$ cat src/design/ctli_pkg.sv
`default_nettype none
package ctli_pkg;

  // Table geometry
  localparam int TABLE_DEPTH = 256;
  localparam int ADDR_W      = $clog2(TABLE_DEPTH);
  localparam int STEP_W      = 5;
  localparam int DIV_W       = 32;
  localparam int DIV_CNT_W   = $clog2(DIV_W);

  // Constants and codes
  localparam logic [31:0] NEG_ONE_Q16 = 32'hFFFF0000;

  localparam logic FUNC_WRITE = 1'b0;
  localparam logic FUNC_QUERY = 1'b1;

  localparam logic [1:0] KIND_VISIBLE  = 2'd0;
  localparam logic [1:0] KIND_INFRARED = 2'd1;

  localparam logic [1:0] ST_OK          = 2'd0;
  localparam logic [1:0] ST_NO_SEGMENT  = 2'd1;
  localparam logic [1:0] ST_BAD_KIND    = 2'd2;
  localparam logic [1:0] ST_ZERO_PERIOD = 2'd3;

  localparam logic REG_ENTRY_COUNT = 1'b0;

  // Program addresses
  typedef logic [STEP_W-1:0] step_t;
  localparam step_t S_IDLE      = 5'd0;
  localparam step_t S_RD_PER    = 5'd1;
  localparam step_t S_CHK_PER   = 5'd2;
  localparam step_t S_MOD_WAIT  = 5'd3;
  localparam step_t S_SET_T     = 5'd4;
  localparam step_t S_RD_SEG    = 5'd5;
  localparam step_t S_CMP       = 5'd6;
  localparam step_t S_ADV       = 5'd7;
  localparam step_t S_MISS      = 5'd8;
  localparam step_t S_FOUND     = 5'd9;
  localparam step_t S_PREP      = 5'd10;
  localparam step_t S_MUL       = 5'd11;
  localparam step_t S_DIV       = 5'd12;
  localparam step_t S_DIV_WAIT  = 5'd13;
  localparam step_t S_LERP      = 5'd14;
  localparam step_t S_LEFT      = 5'd15;
  localparam step_t S_ERR_KIND  = 5'd16;
  localparam step_t S_ERR_PER   = 5'd17;
  localparam step_t S_EMIT      = 5'd18;
  localparam step_t S_WRITE_OUT = 5'd19;

  typedef enum logic [3:0] {
    OP_NONE,
    OP_READ_PERIOD,
    OP_START_MOD,
    OP_SET_TIME,
    OP_READ_SEG,
    OP_ADVANCE,
    OP_MISS,
    OP_FOUND,
    OP_PREP,
    OP_MUL,
    OP_START_DIV,
    OP_LERP,
    OP_LEFT,
    OP_ERR_KIND,
    OP_ERR_PERIOD,
    OP_EMIT
  } op_t;

  typedef enum logic [3:0] {
    JC_NEVER,
    JC_ALWAYS,
    JC_NO_QUERY,
    JC_ZERO_PERIOD,
    JC_DIV_BUSY,
    JC_NO_SEG,
    JC_HIT,
    JC_SEARCH_MORE,
    JC_BAD_KIND,
    JC_ZERO_WIDTH,
    JC_OUT_BUSY
  } cond_t;

  typedef struct packed {
    op_t   op;
    cond_t cond;
    step_t target;
    logic  accept;
  } ucode_t;

  // Datapath status seen by the sequencer
  typedef struct packed {
    logic no_query;
    logic zero_period;
    logic div_busy;
    logic no_seg;
    logic hit;
    logic search_more;
    logic bad_kind;
    logic zero_width;
    logic out_busy;
  } flags_t;

  typedef struct packed {
    logic             start;
    logic [DIV_W-1:0] hi;
    logic [DIV_W-1:0] lo;
    logic [DIV_W-1:0] divisor;
  } div_req_t;

  typedef struct packed {
    logic [31:0] infrared;
    logic [31:0] visible;
    logic [31:0] tm;
  } entry_t;

  function automatic ucode_t mk(op_t op, cond_t cond, step_t target, logic accept);
    ucode_t w;
    w.op     = op;
    w.cond   = cond;
    w.target = target;
    w.accept = accept;
    return w;
  endfunction

  // Control store: one word per step
  function automatic ucode_t ucode_rom(step_t pc);
    ucode_t w;
    case (pc)
      S_IDLE:      w = mk(OP_NONE,        JC_NO_QUERY,    S_IDLE,     1'b1);
      S_RD_PER:    w = mk(OP_READ_PERIOD, JC_NEVER,       S_IDLE,     1'b0);
      S_CHK_PER:   w = mk(OP_START_MOD,   JC_ZERO_PERIOD, S_ERR_PER,  1'b0);
      S_MOD_WAIT:  w = mk(OP_NONE,        JC_DIV_BUSY,    S_MOD_WAIT, 1'b0);
      S_SET_T:     w = mk(OP_SET_TIME,    JC_NO_SEG,      S_MISS,     1'b0);
      S_RD_SEG:    w = mk(OP_READ_SEG,    JC_NEVER,       S_IDLE,     1'b0);
      S_CMP:       w = mk(OP_NONE,        JC_HIT,         S_FOUND,    1'b0);
      S_ADV:       w = mk(OP_ADVANCE,     JC_SEARCH_MORE, S_RD_SEG,   1'b0);
      S_MISS:      w = mk(OP_MISS,        JC_ALWAYS,      S_EMIT,     1'b0);
      S_FOUND:     w = mk(OP_FOUND,       JC_BAD_KIND,    S_ERR_KIND, 1'b0);
      S_PREP:      w = mk(OP_PREP,        JC_ZERO_WIDTH,  S_LEFT,     1'b0);
      S_MUL:       w = mk(OP_MUL,         JC_NEVER,       S_IDLE,     1'b0);
      S_DIV:       w = mk(OP_START_DIV,   JC_NEVER,       S_IDLE,     1'b0);
      S_DIV_WAIT:  w = mk(OP_NONE,        JC_DIV_BUSY,    S_DIV_WAIT, 1'b0);
      S_LERP:      w = mk(OP_LERP,        JC_ALWAYS,      S_EMIT,     1'b0);
      S_LEFT:      w = mk(OP_LEFT,        JC_ALWAYS,      S_EMIT,     1'b0);
      S_ERR_KIND:  w = mk(OP_ERR_KIND,    JC_ALWAYS,      S_EMIT,     1'b0);
      S_ERR_PER:   w = mk(OP_ERR_PERIOD,  JC_NEVER,       S_IDLE,     1'b0);
      S_EMIT:      w = mk(OP_NONE,        JC_OUT_BUSY,    S_EMIT,     1'b0);
      S_WRITE_OUT: w = mk(OP_EMIT,        JC_ALWAYS,      S_IDLE,     1'b0);
      default:     w = mk(OP_NONE,        JC_ALWAYS,      S_IDLE,     1'b0);
    endcase
    return w;
  endfunction

endpackage
`default_nettype wire

$ cat src/design/ctli_sequencer.sv
`default_nettype none
// Step counter over the control store with conditional jumps.
module ctli_sequencer (
  input  wire logic              clk,
  input  wire logic              rst_n,
  input  wire ctli_pkg::flags_t  flags,
  output ctli_pkg::ucode_t       ctl
);

  ctli_pkg::step_t  pc_r, pc_nxt;
  ctli_pkg::ucode_t word;
  logic             take;

  assign word = ctli_pkg::ucode_rom(pc_r);

  // Evaluate the jump condition of the current word
  always_comb begin
    case (word.cond)
      ctli_pkg::JC_NEVER:       take = 1'b0;
      ctli_pkg::JC_ALWAYS:      take = 1'b1;
      ctli_pkg::JC_NO_QUERY:    take = flags.no_query;
      ctli_pkg::JC_ZERO_PERIOD: take = flags.zero_period;
      ctli_pkg::JC_DIV_BUSY:    take = flags.div_busy;
      ctli_pkg::JC_NO_SEG:      take = flags.no_seg;
      ctli_pkg::JC_HIT:         take = flags.hit;
      ctli_pkg::JC_SEARCH_MORE: take = flags.search_more;
      ctli_pkg::JC_BAD_KIND:    take = flags.bad_kind;
      ctli_pkg::JC_ZERO_WIDTH:  take = flags.zero_width;
      ctli_pkg::JC_OUT_BUSY:    take = flags.out_busy;
      default:                  take = 1'b1;
    endcase
  end

  always_comb begin
    if (take) begin
      pc_nxt = word.target;
    end else begin
      pc_nxt = pc_r + 1'b1;
    end
  end

  always_ff @(posedge clk) begin
    if (!rst_n) begin
      pc_r <= ctli_pkg::S_IDLE;
    end else begin
      pc_r <= pc_nxt;
    end
  end

  assign ctl = word;

endmodule
`default_nettype wire

$ cat config.mk
export PLATFORM = sky130hd
export DESIGN_NAME = ctli_sequencer
export DESIGN_NICKNAME = d
export VERILOG_FILES = /design/src/design/ctli_pkg.sv /design/src/design/ctli_sequencer.sv
export SDC_FILE = /design/constraint.sdc
export NUM_CORES = 1
export LEC_CHECK = 0
export ABC_AREA = 0
export BUFFER_PORTS_ARGS = -buffer_cell sky130_fd_sc_hd__buf_2
export CORE_MARGIN = 1.5
export CORE_UTILIZATION = 45
export DETAILED_ROUTE_END_ITERATION = 12
export HOLD_SLACK_MARGIN = 0.02
export PLACE_DENSITY = 0.71
export RECOVER_POWER = 100
export SLEW_MARGIN = 40
export SYNTH_ARGS = -nofsm -noshare
export SYNTH_HDL_FRONTEND = slang
export SYNTH_SLANG_ARGS = --single-unit
$ cat constraint.sdc
create_clock -name clk -period 7.45 [get_ports clk]
set_clock_uncertainty 0.2 [all_clocks]
set_input_delay 1.1175 -clock clk [delete_from_list [all_inputs] [get_ports clk]]
set_output_delay 1.1175 -clock clk [all_outputs]
set_load 0.01 [all_outputs]
Yosys cells after proc, flatten, opt, wreduce, memory -nomap -nowiden
Memories as Yosys holds them, arrays and structs flattened. A register that Yosys moved wholly into a read port is not among the register bits.
Cells that the tools add are included.
- register bits after elaboration: 5
- ROM bits: 448
- input bits: 11
- output and inout bits: 14
- memories kept: 1
- add/subtract/negate cells: 1
- equal/unequal tests: 9
- mux-type cells: 3
- reductions and logical operators: 1
- memory list (name ; words ; width ; rd ports ; clocked after Yosys merged registers in ; wr ports ; line ; text):
    (no name shown) ; 32 ; 14 ; 1 ; 1 ; 0 ; ctli_pkg.sv:128 ; case (pc)
- operators with widths (cell ; count):
    $eq A4 B3 Y1 const B ; 4
    $eq A4 B4 Y1 const B ; 3
    $mux W5 ; 2
    $pmux W1 S10 ; 1
    $eq A4 B2 Y1 const B ; 2
    $add A5 B1 Y5 const B ; 1
    $logic_not A4 Y1 ; 1

Depth between registers and ports, before layout
- word-level depth: 4
- depth in mapped cells: 10

Least setup slack after synthesis
No wires, ideal clock.
- path kind: input to register
- start: input port flags[1] (netlist name)
- end: register, netlist name ctl[12]
- setup time: 0.073 ns
- data arrival time: 3.168 ns
- data required time: 7.177 ns
- path slack: 4.008 ns
- cell stages on the path: 10
- path buffers: 1
- cell sequence: nand2b_1 > a21boi_1 > o22ai_1 > nor2_2 > mux2_2 > inv_1 > ha_1 > clkbuf_1 > or4_4 > o211ai_2
- longest elaborated chain between the ends: 3
- ends and longest elaborated chain (element ; line ; text):
    from (decl) ; ctli_sequencer.sv:6 ; input wire ctli_pkg::flags_t flags,
    $pmux W1 S10 ; ctli_sequencer.sv:18 ; case (word.cond)
    $mux W5 ; ctli_sequencer.sv:35 ; if (take) begin
    $mux W5 (no source line) ; - ;
Every way passes these cells.
A chain may end at the register's enable or synchronous reset.

Worst setup path in the final report
- start: input port flags[1] (netlist name)
- end: register, netlist name ctl[4]
- longest elaborated chain between the ends: 3
- ends and longest elaborated chain (element ; line):
    $pmux W1 S10 ; ctli_sequencer.sv:18
    $mux W5 ; ctli_sequencer.sv:35
    $mux W5 (no source line) ; -
Every way passes these cells.

==> impl_metrics.csv <==
group,metric,value,unit
outcome,status,"finished, final reports clean",
clocking,clkSlewWorstSetupHoldPaths,0.09,ns
place,preCtsSetupSlack,3.76,ns
die,core.rowCount,19,
logic_synthesis,ys_seq_area_share,28.9,%
pwr,p_seq_share,34.4,%
clocking,cts-buffers-inserted,3,
pwr,total_power,454,µW
die,die_w,57.1,µm
die,dieArea,3260,µm²
detailed_routing,drc,0,
die,core,2760,µm²
die,dieHeight,57.1,µm
global_route,grt.overflow.total,0,
cells_and_area,diodes,0,
clocking,post_cts_buffers,0,
pwr,swShare,45.2,%
logic_synthesis,synth_compound_area_share,23.0,%
cells_and_area,final_common_cell,"nand2_1",
timing,finalSetupViolations,0,
timing,slew_headroom,51.2,%
setup_path,crit_arrival,3.65,ns
setup_path,cp-end-kind,"flip-flop",
timing,rsz0062_at_grt,"no",
logic_synthesis,synthSimpleGateAreaFrac,23.1,%
timing,maxClockFrequency,271,MHz
logic_synthesis,synth-edff-count,0,
run,cap_viol_max_count,0,
pwr,p_sw,205,µW
detailed_routing,drt_first_pass_iters,4,
logic_synthesis,synth_area_per_cell,8.89,µm²
clocking,clock_sinks,19,
timing,hold_viol,0,
logic_synthesis,synth_fp_nets,166,
setup_path,crit_type,"input pin to flip-flop",
die,io_pins,25,
cells_and_area,nNetsFinal,193,
cells_and_area,syn2layout_area_growth,6.75,%
pwr,leakage,0.000567,µW
cells_and_area,final_area,1410,µm²
detailed_routing,ant_nets,0,
detailed_routing,drt_iter0_markers,71,
timing,worst_slew_pin_slew,0.712,ns
min_path,hold_path_class,"flip-flop to flip-flop",
place,globalplace.congestion,0.936,
detailed_routing,vias,1269,
logic_synthesis,muxShareOfSynthArea,11.0,%
global_route,grt_usage,22.4,%
logic_synthesis,synth_fa_ha_area_share,6.65,%
timing,maxSlewViolCount,0,
detailed_routing,wl,3.30,mm
global_route,grt_pass1_wl,5.60,mm
cells_and_area,post_route_cells_drive_above_1_share,10.9,%
setup_path,cp.required,7.41,ns
pwr,power_density,323,nW/µm²
global_route,antenna_found_initial,0,
cells_and_area,final_cell_mix,"20 x nand2_1, 19 x dfxtp_1, 15 x clkbuf_1",
timing,finalSetupTns,0,ns
timing,holdWs,0.502,ns
place,dp_hpwl,2.52,mm
global_route,grt_pass1_vias,1203,
clocking,clock_latency,0.31,ns
logic_synthesis,synthDistinctLibCells,51,
global_route,grt_max_degree,16,
logic_synthesis,ys_seq_elements,19,
pwr,ir_worst_vdd,0.000174,V
die,start_util,47.7,%
pwr,clkPwrFrac,11.4,%
clocking,cts_tree,"yes",
place,numPortBuffers,24,
timing,fin_ws,3.76,ns
logic_synthesis,syn_inst,148,
logic_synthesis,yosysWarnings,0,
clocking,post_cts_resized,0,
setup_path,path_max_fanout,9,
logic_synthesis,synthFlopType,"dfxtp_1",
logic_synthesis,synth_area,1320,µm²
timing,period_needed,3.69,ns
setup_path,cp-start-kind,"input pin",
logic_synthesis,synth_top_family_by_area,"simple AND/OR/NAND/NOR gates",
place,placed_area,1470,µm²
pwr,p_int,249,µW
cells_and_area,fillers,284,
detailed_routing,routed_via_density,6.19,
detailed_routing,drt-wirelength-per-cell,16.1,µm
logic_synthesis,synth_xor_area_share,3.99,%
clocking,cts.htree.levels,1,
clocking,cts_hold_buf,0,
logic_synthesis,async_reset_ff_share,0,%
clocking,cts.path.max_buffers,2,
timing,fin_crit_sh,49.5,%
clocking,root_buffer,"clkbuf_4",
pwr,combPwrFrac,54.3,%
layer usage:
layer	vias up	global-route usage, %	routed length (µm)
li1	606	-	-
met1	585	29.2	1440
met2	70	36.3	1510
met3	8	3.63	277
met4	0	10.6	75
met5	-	0	0
kinds of logic (layout without fill, tap and decap cells):
logic type | after synthesis | after routing
XOR/XNOR | 6 | 6
AO/OA/AOI/OAI | 37 | 37
AND/OR/NAND/NOR | 56 | 56
flip-flops | 19 | 19
buffers and inverters | 11 | 37
adder cells (fa/ha/maj) | 7 | 7
multiplexers | 12 | 12
synth_stat cells (all sizes together), types with 3 or more instances:
cell,count,area share [%]
o21ai,9,3.7
nand3b,4,2.3
mux2,4,4.0
inv,9,2.8
nand2,20,6.9
nor2,8,2.5
xnor2,4,2.7
nand3,5,1.9
o32ai,3,2.0
a21oi,3,1.1
nand2b,3,1.4
mux2i,8,7.0
dfxtp,19,29
nand4,5,2.4
ha,7,6.7
worst max-delay path: stages:
cell       delay [ns]
buf_2            0.09
nand2b_1         0.13
a21boi_0         0.25
o22ai_1          0.16
nor2_1           0.45
mux2_1           0.46
ha_1             0.30
a2111oi_0        0.53
o21ai_0          0.16
sequential cells by signal, summed over array words and instances, names as in the netlist:
name / count
pc_r: 5
ctl: 14
metrics by stage:
step | instances | util, %
after floorplan | 148 | -
after global placement | 201 | 53.2
after detailed placement | 201 | 53.2
after CTS | 205 | 54.2
after global routing | 205 | 51.0
final | 205 | 51.0
final cells by class:
cell class	instances	area (µm²)	area share, %
multi-input combinational	118	821	58.4
clock buffer	4	26.3	1.87
sequential	19	380	27.1
timing repair buffer	24	103	7.30
inverter	9	36.3	2.58
tap	31	38.8	2.76
path summary, 6_finish.rpt:
kind	slack, ns	endpoint	startpoint	cells after the start
worst min register to register	0.50	pc_r[0]$_SDFF_PN0_	pc_r[0]$_SDFF_PN0_	2
worst max-delay path	3.76	ctl[4]$_SDFF_PP0_	flags[1]	9
worst min-delay path	0.50	pc_r[0]$_SDFF_PN0_	pc_r[0]$_SDFF_PN0_	2
worst max register to register	4.21	ctl[4]$_SDFF_PP0_	ctl[6]$_DFF_P_	8
power groups by stage:
stage / registers (µW) / logic, µW / clock network (µW)
2_1_floorplan: 163 / 203 / 0
5_1_grt: 162 / 275 / 59.2
3_5_place_dp: 158 / 280 / 0
3_3_place_gp: 156 / 278 / 0
4_1_cts: 155 / 282 / 53.6
6_report: 156 / 246 / 51.7
(Power assumes the default switching activity.)
